===== src/gcrb_pkg.sv =====
// gcrb_pkg: shared constants for the tone curve remap block
// no dependencies; used by every module of the block

package gcrb_pkg;

    localparam int ENTRY_BITS      = 12;
    localparam int NODE_BITS       = 16;
    localparam int NODE_COUNT_BITS = 7;
    localparam int STRENGTH_BITS   = 11;
    localparam int STRENGTH_FRAC   = 10;

    localparam int ENTRY_FULL   = 2 ** ENTRY_BITS - 1;
    localparam int NODE_FULL    = 2 ** NODE_BITS - 1;
    localparam int STRENGTH_ONE = 2 ** STRENGTH_FRAC;

    localparam int MAX_NODES_DEFAULT = 64;
    localparam int QUEUE_DEPTH       = 4;

    localparam int CFG_INDEX_BITS = 1;
    localparam int CFG_DATA_BITS  = 11;

    localparam logic [CFG_INDEX_BITS-1:0] CFG_NODE_COUNT     = 1'b0;
    localparam logic [CFG_INDEX_BITS-1:0] CFG_BLEND_STRENGTH = 1'b1;

    localparam logic [NODE_COUNT_BITS-1:0] NODE_COUNT_RESET = 7'd64;
    localparam logic [STRENGTH_BITS-1:0]   STRENGTH_RESET   = 11'd1024;

    localparam logic OP_LOAD  = 1'b0;
    localparam logic OP_REMAP = 1'b1;

endpackage


===== src/gamma_curve_remap_blend_top.sv =====
// Tone curve remap top level: piecewise-linear curve over 12-bit gamma entries.
// Sustained rate is one item per cycle while the output is not stalled; a remap
// result passes the queue, then the back pipeline to the output register (queue
// pop with two-port node memory read, interpolation multiply, strength multiply,
// sum, round and clamp). Node loads give no result. The input stalls only while
// the four-entry queue between front and back is full, which happens when the
// output is held stalled. Config writes are always taken. MAX_NODES may be 2 to
// 256; nodes above index 63 cannot be loaded through the 6-bit index.
// uses gcrb_pkg, gcrb_front, gcrb_queue, gcrb_back

module gamma_curve_remap_blend_top #(
    parameter int MAX_NODES = gcrb_pkg::MAX_NODES_DEFAULT
) (
    input  logic                                i_clk,
    input  logic                                i_rst_n,
    input  logic                                i_in_valid,
    output logic                                o_in_stall,
    input  logic                                i_operation,
    input  logic [5:0]                          i_node_index,
    input  logic [gcrb_pkg::NODE_BITS-1:0]      i_node_value,
    input  logic [gcrb_pkg::ENTRY_BITS-1:0]     i_base_entry,
    output logic                                o_out_valid,
    input  logic                                i_out_stall,
    output logic [gcrb_pkg::ENTRY_BITS-1:0]     o_mapped_entry,
    input  logic                                i_cfg_valid,
    output logic                                o_cfg_ready,
    input  logic [gcrb_pkg::CFG_INDEX_BITS-1:0] i_cfg_index,
    input  logic [gcrb_pkg::CFG_DATA_BITS-1:0]  i_cfg_data
);
    import gcrb_pkg::*;

    localparam int AW = (MAX_NODES > 2) ? $clog2(MAX_NODES) : 1;
    localparam int IW = 1 + AW + NODE_BITS + ENTRY_BITS;

    logic [NODE_COUNT_BITS-1:0] r_node_count;
    logic [STRENGTH_BITS-1:0]   r_blend_strength;
    logic                       q_push, q_full, q_pop, q_empty;
    logic [IW-1:0]              q_in, q_out;

    assign o_cfg_ready = 1'b1;

    always_ff @(posedge i_clk) begin
        if (!i_rst_n) begin
            r_node_count     <= NODE_COUNT_RESET;
            r_blend_strength <= STRENGTH_RESET;
        end else if (i_cfg_valid && o_cfg_ready) begin
            case (i_cfg_index)
                CFG_NODE_COUNT: begin
                    r_node_count <= i_cfg_data[NODE_COUNT_BITS-1:0];
                end
                CFG_BLEND_STRENGTH: begin
                    r_blend_strength <= i_cfg_data[STRENGTH_BITS-1:0];
                end
                default: begin
                end
            endcase
        end
    end

    gcrb_front #(
        .MAX_NODES(MAX_NODES)
    ) u_front (
        .i_clk        (i_clk),
        .i_rst_n      (i_rst_n),
        .i_node_count (r_node_count),
        .i_in_valid   (i_in_valid),
        .o_in_stall   (o_in_stall),
        .i_operation  (i_operation),
        .i_node_index (i_node_index),
        .i_node_value (i_node_value),
        .i_base_entry (i_base_entry),
        .i_q_full     (q_full),
        .o_q_push     (q_push),
        .o_q_item     (q_in)
    );

    gcrb_queue #(
        .WIDTH(IW),
        .DEPTH(QUEUE_DEPTH)
    ) u_queue (
        .i_clk   (i_clk),
        .i_rst_n (i_rst_n),
        .i_push  (q_push),
        .i_data  (q_in),
        .o_full  (q_full),
        .i_pop   (q_pop),
        .o_empty (q_empty),
        .o_data  (q_out)
    );

    gcrb_back #(
        .MAX_NODES(MAX_NODES)
    ) u_back (
        .i_clk            (i_clk),
        .i_rst_n          (i_rst_n),
        .i_blend_strength (r_blend_strength),
        .i_q_empty        (q_empty),
        .i_q_item         (q_out),
        .o_q_pop          (q_pop),
        .o_out_valid      (o_out_valid),
        .i_out_stall      (i_out_stall),
        .o_mapped_entry   (o_mapped_entry)
    );

endmodule


===== src/gcrb_queue.sv =====
// gcrb_queue: small register fifo between the front and back parts
// uses gcrb_pkg

module gcrb_queue #(
    parameter int WIDTH = 8,
    parameter int DEPTH = gcrb_pkg::QUEUE_DEPTH
) (
    input  logic             i_clk,
    input  logic             i_rst_n,
    input  logic             i_push,
    input  logic [WIDTH-1:0] i_data,
    output logic             o_full,
    input  logic             i_pop,
    output logic             o_empty,
    output logic [WIDTH-1:0] o_data
);
    localparam int PW = (DEPTH > 1) ? $clog2(DEPTH) : 1;
    localparam int CW = $clog2(DEPTH + 1);

    logic [WIDTH-1:0] r_mem [DEPTH];
    logic [PW-1:0]    r_wr_ptr, n_wr_ptr;
    logic [PW-1:0]    r_rd_ptr, n_rd_ptr;
    logic [CW-1:0]    r_count, n_count;
    logic             do_push, do_pop;

    assign o_full  = (r_count == CW'(DEPTH));
    assign o_empty = (r_count == '0);
    assign o_data  = r_mem[r_rd_ptr];
    assign do_push = i_push && !o_full;
    assign do_pop  = i_pop && !o_empty;

    always_comb begin
        n_wr_ptr = r_wr_ptr;
        n_rd_ptr = r_rd_ptr;
        n_count  = r_count;
        if (do_push) begin
            n_wr_ptr = (r_wr_ptr == PW'(DEPTH - 1)) ? '0 : PW'(r_wr_ptr + 1'b1);
        end
        if (do_pop) begin
            n_rd_ptr = (r_rd_ptr == PW'(DEPTH - 1)) ? '0 : PW'(r_rd_ptr + 1'b1);
        end
        if (do_push && !do_pop) begin
            n_count = CW'(r_count + 1'b1);
        end else if (do_pop && !do_push) begin
            n_count = CW'(r_count - 1'b1);
        end
    end

    always_ff @(posedge i_clk) begin
        if (!i_rst_n) begin
            r_wr_ptr <= '0;
            r_rd_ptr <= '0;
            r_count  <= '0;
        end else begin
            r_wr_ptr <= n_wr_ptr;
            r_rd_ptr <= n_rd_ptr;
            r_count  <= n_count;
        end
    end

    always_ff @(posedge i_clk) begin
        if (do_push) begin
            r_mem[r_wr_ptr] <= i_data;
        end
    end

endmodule


===== src/gcrb_front.sv =====
// gcrb_front: accepts items, cleans node loads and places entries on the curve
// uses gcrb_pkg; feeds gcrb_queue

module gcrb_front #(
    parameter  int MAX_NODES = gcrb_pkg::MAX_NODES_DEFAULT,
    localparam int AW        = (MAX_NODES > 2) ? $clog2(MAX_NODES) : 1,
    localparam int IW        = 1 + AW + gcrb_pkg::NODE_BITS + gcrb_pkg::ENTRY_BITS
) (
    input  logic                                 i_clk,
    input  logic                                 i_rst_n,
    input  logic [gcrb_pkg::NODE_COUNT_BITS-1:0] i_node_count,
    input  logic                                 i_in_valid,
    output logic                                 o_in_stall,
    input  logic                                 i_operation,
    input  logic [5:0]                           i_node_index,
    input  logic [gcrb_pkg::NODE_BITS-1:0]       i_node_value,
    input  logic [gcrb_pkg::ENTRY_BITS-1:0]      i_base_entry,
    input  logic                                 i_q_full,
    output logic                                 o_q_push,
    output logic [IW-1:0]                        o_q_item
);
    import gcrb_pkg::*;

    logic [NODE_BITS-1:0]    r_prev_node, n_prev_node;
    logic                    accept;
    logic                    load_ok;
    logic [AW:0]             n_act;
    logic [AW-1:0]           nm1;
    logic [NODE_BITS-1:0]    clean_val;
    logic [ENTRY_BITS+AW-1:0] scaled;
    logic [AW-1:0]           q0;
    logic [ENTRY_BITS:0]     r0;
    logic                    corr;
    logic [AW-1:0]           lo;
    logic [ENTRY_BITS-1:0]   rem;
    logic [AW-1:0]           addr;
    logic [NODE_BITS-1:0]    val;

    always_comb begin
        if (i_node_count < NODE_COUNT_BITS'(2)) begin
            n_act = (AW+1)'(2);
        end else if (32'(i_node_count) > MAX_NODES) begin
            n_act = (AW+1)'(MAX_NODES);
        end else begin
            n_act = (AW+1)'(i_node_count);
        end
        nm1 = AW'(n_act - 1'b1);
    end

    // node cleaning
    always_comb begin
        if (i_node_index == '0) begin
            clean_val = '0;
        end else if (32'(i_node_index) == 32'(nm1)) begin
            clean_val = NODE_BITS'(NODE_FULL);
        end else if (i_node_value < r_prev_node) begin
            clean_val = r_prev_node;
        end else begin
            clean_val = i_node_value;
        end
    end

    // position on the curve, divide by the full entry scale
    always_comb begin
        scaled = (ENTRY_BITS+AW)'(i_base_entry) * (ENTRY_BITS+AW)'(nm1);
        q0     = scaled[ENTRY_BITS+AW-1:ENTRY_BITS];
        r0     = {1'b0, scaled[ENTRY_BITS-1:0]} + (ENTRY_BITS+1)'(q0);
        corr   = (r0 >= (ENTRY_BITS+1)'(ENTRY_FULL));
        if (corr) begin
            rem = ENTRY_BITS'(r0 - (ENTRY_BITS+1)'(ENTRY_FULL));
        end else begin
            rem = ENTRY_BITS'(r0);
        end
        lo = AW'(q0 + AW'(corr));
        if (lo >= nm1) begin
            lo  = AW'(nm1 - 1'b1);
            rem = ENTRY_BITS'(ENTRY_FULL);
        end
    end

    assign o_in_stall = i_q_full;
    assign accept     = i_in_valid && !i_q_full;
    assign load_ok    = (32'(i_node_index) < MAX_NODES);

    always_comb begin
        if (i_operation == OP_REMAP) begin
            addr = lo;
            val  = NODE_BITS'(rem);
        end else begin
            addr = AW'(i_node_index);
            val  = clean_val;
        end
        o_q_item = {i_operation, addr, val, i_base_entry};
        o_q_push = accept && ((i_operation == OP_REMAP) || load_ok);
        n_prev_node = r_prev_node;
        if (accept && (i_operation == OP_LOAD) && load_ok) begin
            n_prev_node = clean_val;
        end
    end

    always_ff @(posedge i_clk) begin
        if (!i_rst_n) begin
            r_prev_node <= '0;
        end else begin
            r_prev_node <= n_prev_node;
        end
    end

endmodule


===== src/gcrb_back.sv =====
// gcrb_back: node memory, interpolation, blend, rounding and output register
// uses gcrb_pkg; drains gcrb_queue

module gcrb_back #(
    parameter  int MAX_NODES = gcrb_pkg::MAX_NODES_DEFAULT,
    localparam int AW        = (MAX_NODES > 2) ? $clog2(MAX_NODES) : 1,
    localparam int IW        = 1 + AW + gcrb_pkg::NODE_BITS + gcrb_pkg::ENTRY_BITS
) (
    input  logic                               i_clk,
    input  logic                               i_rst_n,
    input  logic [gcrb_pkg::STRENGTH_BITS-1:0] i_blend_strength,
    input  logic                               i_q_empty,
    input  logic [IW-1:0]                      i_q_item,
    output logic                               o_q_pop,
    output logic                               o_out_valid,
    input  logic                               i_out_stall,
    output logic [gcrb_pkg::ENTRY_BITS-1:0]    o_mapped_entry
);
    import gcrb_pkg::*;

    localparam int M_BITS = NODE_BITS + ENTRY_BITS;
    localparam int D_BITS = M_BITS + 1;
    localparam int P_BITS = STRENGTH_BITS + 1 + D_BITS;
    localparam int T_BITS = P_BITS + 1;
    localparam longint DEN = longint'(STRENGTH_ONE) * longint'(NODE_FULL);
    localparam logic signed [T_BITS-1:0] HALF_DEN  = T_BITS'(DEN / 2);
    localparam logic signed [T_BITS-1:0] SAT_LIMIT = T_BITS'(DEN * (ENTRY_FULL + 1));

    logic                  advance;
    logic                  q_op;
    logic [AW-1:0]         q_addr;
    logic [NODE_BITS-1:0]  q_val;
    logic [ENTRY_BITS-1:0] q_base;

    logic [NODE_BITS-1:0]  r_mem [MAX_NODES];

    logic                  r_s1_valid;
    logic [NODE_BITS-1:0]  r_s1_lo, r_s1_hi;
    logic [ENTRY_BITS-1:0] r_s1_rem, r_s1_base;

    logic                  r_s2_valid;
    logic [M_BITS-1:0]     r_s2_m, r_s2_bm;

    logic                    r_s3_valid;
    logic signed [P_BITS-1:0] r_s3_p;
    logic [M_BITS-1:0]       r_s3_bm;

    logic                    r_s4_valid;
    logic signed [T_BITS-1:0] r_s4_t;

    logic                  r_out_valid;
    logic [ENTRY_BITS-1:0] r_out_entry;

    logic signed [NODE_BITS:0]         diff;
    logic signed [NODE_BITS+ENTRY_BITS+1:0] prod;
    logic [M_BITS-1:0]                 lo_scaled;
    logic signed [M_BITS+1:0]          m_sum;
    logic [M_BITS-1:0]                 bm;
    logic [STRENGTH_BITS-1:0]          strength;
    logic signed [D_BITS-1:0]          d;
    logic signed [P_BITS-1:0]          p;
    logic signed [T_BITS-1:0]          bm_ext, t_sum;
    logic [M_BITS-1:0]                 u;
    logic [ENTRY_BITS-1:0]             q0, q;
    logic [NODE_BITS:0]                r0;
    logic [ENTRY_BITS-1:0]             n_out_entry;

    assign advance = !r_out_valid || !i_out_stall;
    assign o_q_pop = advance && !i_q_empty;
    assign {q_op, q_addr, q_val, q_base} = i_q_item;

    // node memory, loads write and remaps read two neighbors
    always_ff @(posedge i_clk) begin
        if (o_q_pop && (q_op == OP_LOAD)) begin
            r_mem[q_addr] <= q_val;
        end
        if (advance) begin
            r_s1_lo <= r_mem[q_addr];
            r_s1_hi <= r_mem[AW'(q_addr + 1'b1)];
        end
    end

    always_comb begin
        diff      = $signed({1'b0, r_s1_hi}) - $signed({1'b0, r_s1_lo});
        prod      = diff * $signed({1'b0, r_s1_rem});
        lo_scaled = {r_s1_lo, {ENTRY_BITS{1'b0}}} - M_BITS'(r_s1_lo);
        m_sum     = $signed({2'b00, lo_scaled}) + prod;
        bm        = {r_s1_base, {NODE_BITS{1'b0}}} - M_BITS'(r_s1_base);
    end

    always_comb begin
        if (i_blend_strength > STRENGTH_BITS'(STRENGTH_ONE)) begin
            strength = STRENGTH_BITS'(STRENGTH_ONE);
        end else begin
            strength = i_blend_strength;
        end
        d = $signed({1'b0, r_s2_m}) - $signed({1'b0, r_s2_bm});
        p = $signed({1'b0, strength}) * d;
    end

    always_comb begin
        bm_ext = $signed({{(T_BITS - M_BITS - STRENGTH_FRAC){1'b0}}, r_s3_bm,
                          {STRENGTH_FRAC{1'b0}}});
        t_sum  = bm_ext + T_BITS'(r_s3_p) + HALF_DEN;
    end

    // round and clamp, divide by full node scale
    always_comb begin
        u  = r_s4_t[STRENGTH_FRAC+M_BITS-1:STRENGTH_FRAC];
        q0 = u[M_BITS-1:NODE_BITS];
        r0 = {1'b0, u[NODE_BITS-1:0]} + (NODE_BITS+1)'(q0);
        q  = ENTRY_BITS'(q0 + ENTRY_BITS'(r0 >= (NODE_BITS+1)'(NODE_FULL)));
        if (r_s4_t <= HALF_DEN) begin
            n_out_entry = '0;
        end else if (r_s4_t >= SAT_LIMIT) begin
            n_out_entry = ENTRY_BITS'(ENTRY_FULL);
        end else begin
            n_out_entry = q;
        end
    end

    always_ff @(posedge i_clk) begin
        if (!i_rst_n) begin
            r_s1_valid  <= 1'b0;
            r_s2_valid  <= 1'b0;
            r_s3_valid  <= 1'b0;
            r_s4_valid  <= 1'b0;
            r_out_valid <= 1'b0;
        end else if (advance) begin
            r_s1_valid  <= o_q_pop && (q_op == OP_REMAP);
            r_s2_valid  <= r_s1_valid;
            r_s3_valid  <= r_s2_valid;
            r_s4_valid  <= r_s3_valid;
            r_out_valid <= r_s4_valid;
        end
    end

    always_ff @(posedge i_clk) begin
        if (advance) begin
            r_s1_rem    <= q_val[ENTRY_BITS-1:0];
            r_s1_base   <= q_base;
            r_s2_m      <= M_BITS'(m_sum);
            r_s2_bm     <= bm;
            r_s3_p      <= p;
            r_s3_bm     <= r_s2_bm;
            r_s4_t      <= t_sum;
            r_out_entry <= n_out_entry;
        end
    end

    assign o_out_valid    = r_out_valid;
    assign o_mapped_entry = r_out_entry;

endmodule

===== config.mk =====
export PLATFORM = sky130hd
export DESIGN_NAME = gamma_curve_remap_blend_top
export DESIGN_NICKNAME = d
export VERILOG_FILES = /design/src/gcrb_pkg.sv /design/src/gamma_curve_remap_blend_top.sv /design/src/gcrb_queue.sv /design/src/gcrb_front.sv /design/src/gcrb_back.sv
export SDC_FILE = /design/constraint.sdc
export NUM_CORES = 2
export LEC_CHECK = 0
export BUFFER_PORTS_ARGS = -buffer_cell sky130_fd_sc_hd__buf_2
export CORE_MARGIN = 5
export CORE_UTILIZATION = 45
export DETAILED_ROUTE_END_ITERATION = 16
export GPL_TIMING_DRIVEN = 0
export HOLD_SLACK_MARGIN = 0.05
export PLACE_DENSITY = 0.7
export SLEW_MARGIN = 20
export SYNTH_ARGS = -nofsm -noshare
export SYNTH_HDL_FRONTEND = slang
export SYNTH_SLANG_ARGS = --single-unit

===== constraint.sdc =====
create_clock -name i_clk -period 27.6 [get_ports i_clk]
set_input_delay 1.38 -clock i_clk [delete_from_list [all_inputs] [get_ports i_clk]]
set_output_delay 1.38 -clock i_clk [all_outputs]
set_load 0.01 [all_outputs]

==> results.json <==
{
  "firstDrtPassIters": 7,
  "final_cell_mix": "1399 x edfxtp_1, 804 x inv_1, 554 x fa_1, 443 x nand2_1, 355 x mux4_2",
  "worstSetupPathType": "reg2reg",
  "num-nets-final": 7833,
  "drive_gt1_frac": 0.136,
  "cts_setup_buffers": 0,
  "max_freq_ghz": 0.0804,
  "cts_tree": "yes",
  "layout_worst_path_cycle_share": 0.451,
  "synth_cell_types": 82,
  "hp-class": "reg2reg",
  "maxSlewViolCount": 0,
  "die-area_um2": 205000,
  "drc_errors": 0,
  "slowest_stage": "xnor2_1",
  "max_stage_delay_ns": 0.71,
  "synth_warnings": 0,
  "syn_nets": 7569,
  "worstPathRequired_ns": 28.10,
  "worst_pin_slew_ns": 1.43,
  "crit_end": "u_queue.r_mem[1][28]$_DFFE_PP_",
  "gp_congestion": 1.06,
  "yosysSeqAreaShare": 0.487,
  "routed_wl_um": 309000,
  "synth_edf_count": 1399,
  "path_clk_slew_ns": 0.07,
  "start_util": 0.453,
  "cap_viol_max_count": 0,
  "avgSynthCellArea_um2": 13.3,
  "rr_worst_depth": 42,
  "synth_largest_area_cell": "edfxtp_1",
  "dieHeight_um": 453,
  "postRouteAntennaNets": 0,
  "worstSetupStartpointType": "flop",
  "status": "complete, no violations",
  "via_per_inst": 6.47,
  "grt_pass1_vias": 61000,
  "synth_flop_cell": "edfxtp_1",
  "drtIter0Drc": 9739,
  "tns_ns": 0,
  "ys_ff_latch": 1447,
  "crit_start": "r_node_count[3]$_SDFFE_PN0P_",
  "core_um2": 195000,
  "area_growth_pct": 11.0,
  "clockBufferDepth": 3,
  "finalClockSkew_ns": 0.0635,
  "syn_inst": 6622,
  "vias": 62600,
  "grt_max_degree": 66,
  "post-route-util": 0.503,
  "grt_usage": 0.298,
  "synth_top_area_frac": 0.476,
  "cts_sinks": 1447,
  "cts_hold_buf": 0,
  "synth-async-reset-ratio": 0,
  "io_buffers": 64,
  "worstReg2RegStart": "r_node_count[3]$_SDFFE_PN0P_",
  "ctsRootBufferMaster": "clkbuf_16",
  "slew_headroom": 0.0465,
  "hold_violations": 0,
  "wl_per_cell_um": 32.0,
  "cts_resized": 0,
  "antenna_found_initial": 26,
  "final_common_cell": "edfxtp_1",
  "worstSetupEndpointType": "flop",
  "htree_levels": 4,
  "dp_hpwl_um": 220000,
  "setup_viol_count_final": 0,
  "fin_crit_ns": 12.44,
  "r2r_slack_ns": 15.16,
  "fp-row-count": 162,
  "cts_made_buffers": 150,
  "synthTopCellsByArea": "edfxtp_1 48%, fa_1 13%, mux4_2 9.5%",
  "syn-cell-area_um2": 88300,
  "clock_latency_ns": 0.83,
  "rr_endpoint": "u_queue.r_mem[1][28]$_DFFE_PP_",
  "grt_pass1_wl_um": 436000,
  "fp.dieW_um": 453,
  "critPathArrivalTime_ns": 12.94,
  "io_pins": 67,
  "overflow": 0,
  "rsz0062_at_grt": "false",
  "crit_fanout": 11
}
cells in the mapped netlist (all sizes together) (49+ instances only):
master and instances:
edfxtp 1399, inv 804, fa 554, nand2 444, mux4 371, ha 341, a22oi 300, nor2 277
clkbuf 231, a21oi 182, and2 177, xnor2 155, buf 113, a221oi 111, a22o 108, a31oi 106
o21ai 97, nor2b 89, nand3 86, a21o 82, xor2 67, nand4 51, nand2b 49
worst min path at each step:
stage,startpoint,end,slack [ns],cells past startpoint
2_1_floorplan,u_back.r_s3_p[0]$_DFFE_PN_,u_back.r_s4_t[0]$_DFFE_PN_,0.40,0
3_3_place_gp,u_back.r_s3_p[6]$_DFFE_PN_,u_back.r_s4_t[6]$_DFFE_PN_,0.40,0
3_5_place_dp,u_back.r_s3_p[2]$_DFFE_PN_,u_back.r_s4_t[2]$_DFFE_PN_,0.41,0
4_1_cts,u_back.r_s3_p[7]$_DFFE_PN_,u_back.r_s4_t[7]$_DFFE_PN_,0.41,0
5_1_grt,u_back.r_s3_p[7]$_DFFE_PN_,u_back.r_s4_t[7]$_DFFE_PN_,0.43,0
6_report,u_back.r_s3_p[7]$_DFFE_PN_,u_back.r_s4_t[7]$_DFFE_PN_,0.42,0
cell type report:
type                       instances  area, µm²
clock inverter                    94        963
sequential                      1447      43000
antenna                           34       85.1
tap                             2624       3280
inverter                         805       3020
buffer                           344       1470
multi-input combinational       4026      41300
clock buffer                     179       3860
fill                           16600      97000
timing repair buffer             112       1040
per-stage QoR:
stage / cells / setup WS (ns) / area (µm²) / hold WS [ns]
6_report: 9665 / 15.16 / 98000 / 0.418
5_1_grt: 9634 / 14.40 / 97900 / 0.431
4_1_cts: 9630 / 15.18 / 97900 / 0.411
3_5_place_dp: 9357 / 15.33 / 93000 / 0.408
3_3_place_gp: 9310 / 13.31 / 91900 / 0.402
2_1_floorplan: 6622 / 17.49 / 88300 / 0.400
flip-flops by register name, summed over array words and instances (netlist names), 28 cells and up, named ones only:
| name | count |
|---|---|
| u_queue.r_mem | 140 |
| u_back.r_mem | 1024 |
| u_back.r_s4_t | 42 |
| u_back.r_s2_bm | 28 |
| u_back.r_s3_p | 41 |
| u_back.r_s2_m | 28 |
| u_back.r_s3_bm | 28 |
metal layers:
metal,GRT usage,vias to the layer above,part of all wire
met5,0,-,0.00022
met4,0.212,8,0.093
met3,0.109,1393,0.14
met2,0.443,5133,0.43
met1,0.359,31100,0.34
li1,-,24900,-
critical path: cells and delay by family, from the launching register on:
| kind | cells | cell delay [ns] |
|---|---|---|
| AO/OA/AOI/OAI | 15 | 4.11 |
| adder cells (fa/ha/maj) | 9 | 3.25 |
| buffers and inverters | 8 | 1.71 |
| AND/OR/NAND/NOR | 8 | 1.64 |
| XOR/XNOR | 2 | 0.95 |
| flip-flops | 1 | 0.42 |
kinds of logic (layout without fill, tap and decap cells):
logic type / count (synthesis) / in the layout / synth area share
adders and majority gates: 895 / 895 / 0.174
buffers and inverters: 1149 / 1534 / 0.0501
xor gates and xnor gates: 223 / 223 / 0.0225
other: 1 / 35 / 0.0000425
and+or+nand+nor: 1325 / 1325 / 0.0724
AOI/OAI and AO/OA: 1181 / 1181 / 0.0959
DFF: 1447 / 1447 / 0.487
muxes: 401 / 401 / 0.0981
Power is left out: the tool's default activity adds up to more than one toggle a clock period on the data nets, which glitch-free logic cannot reach.
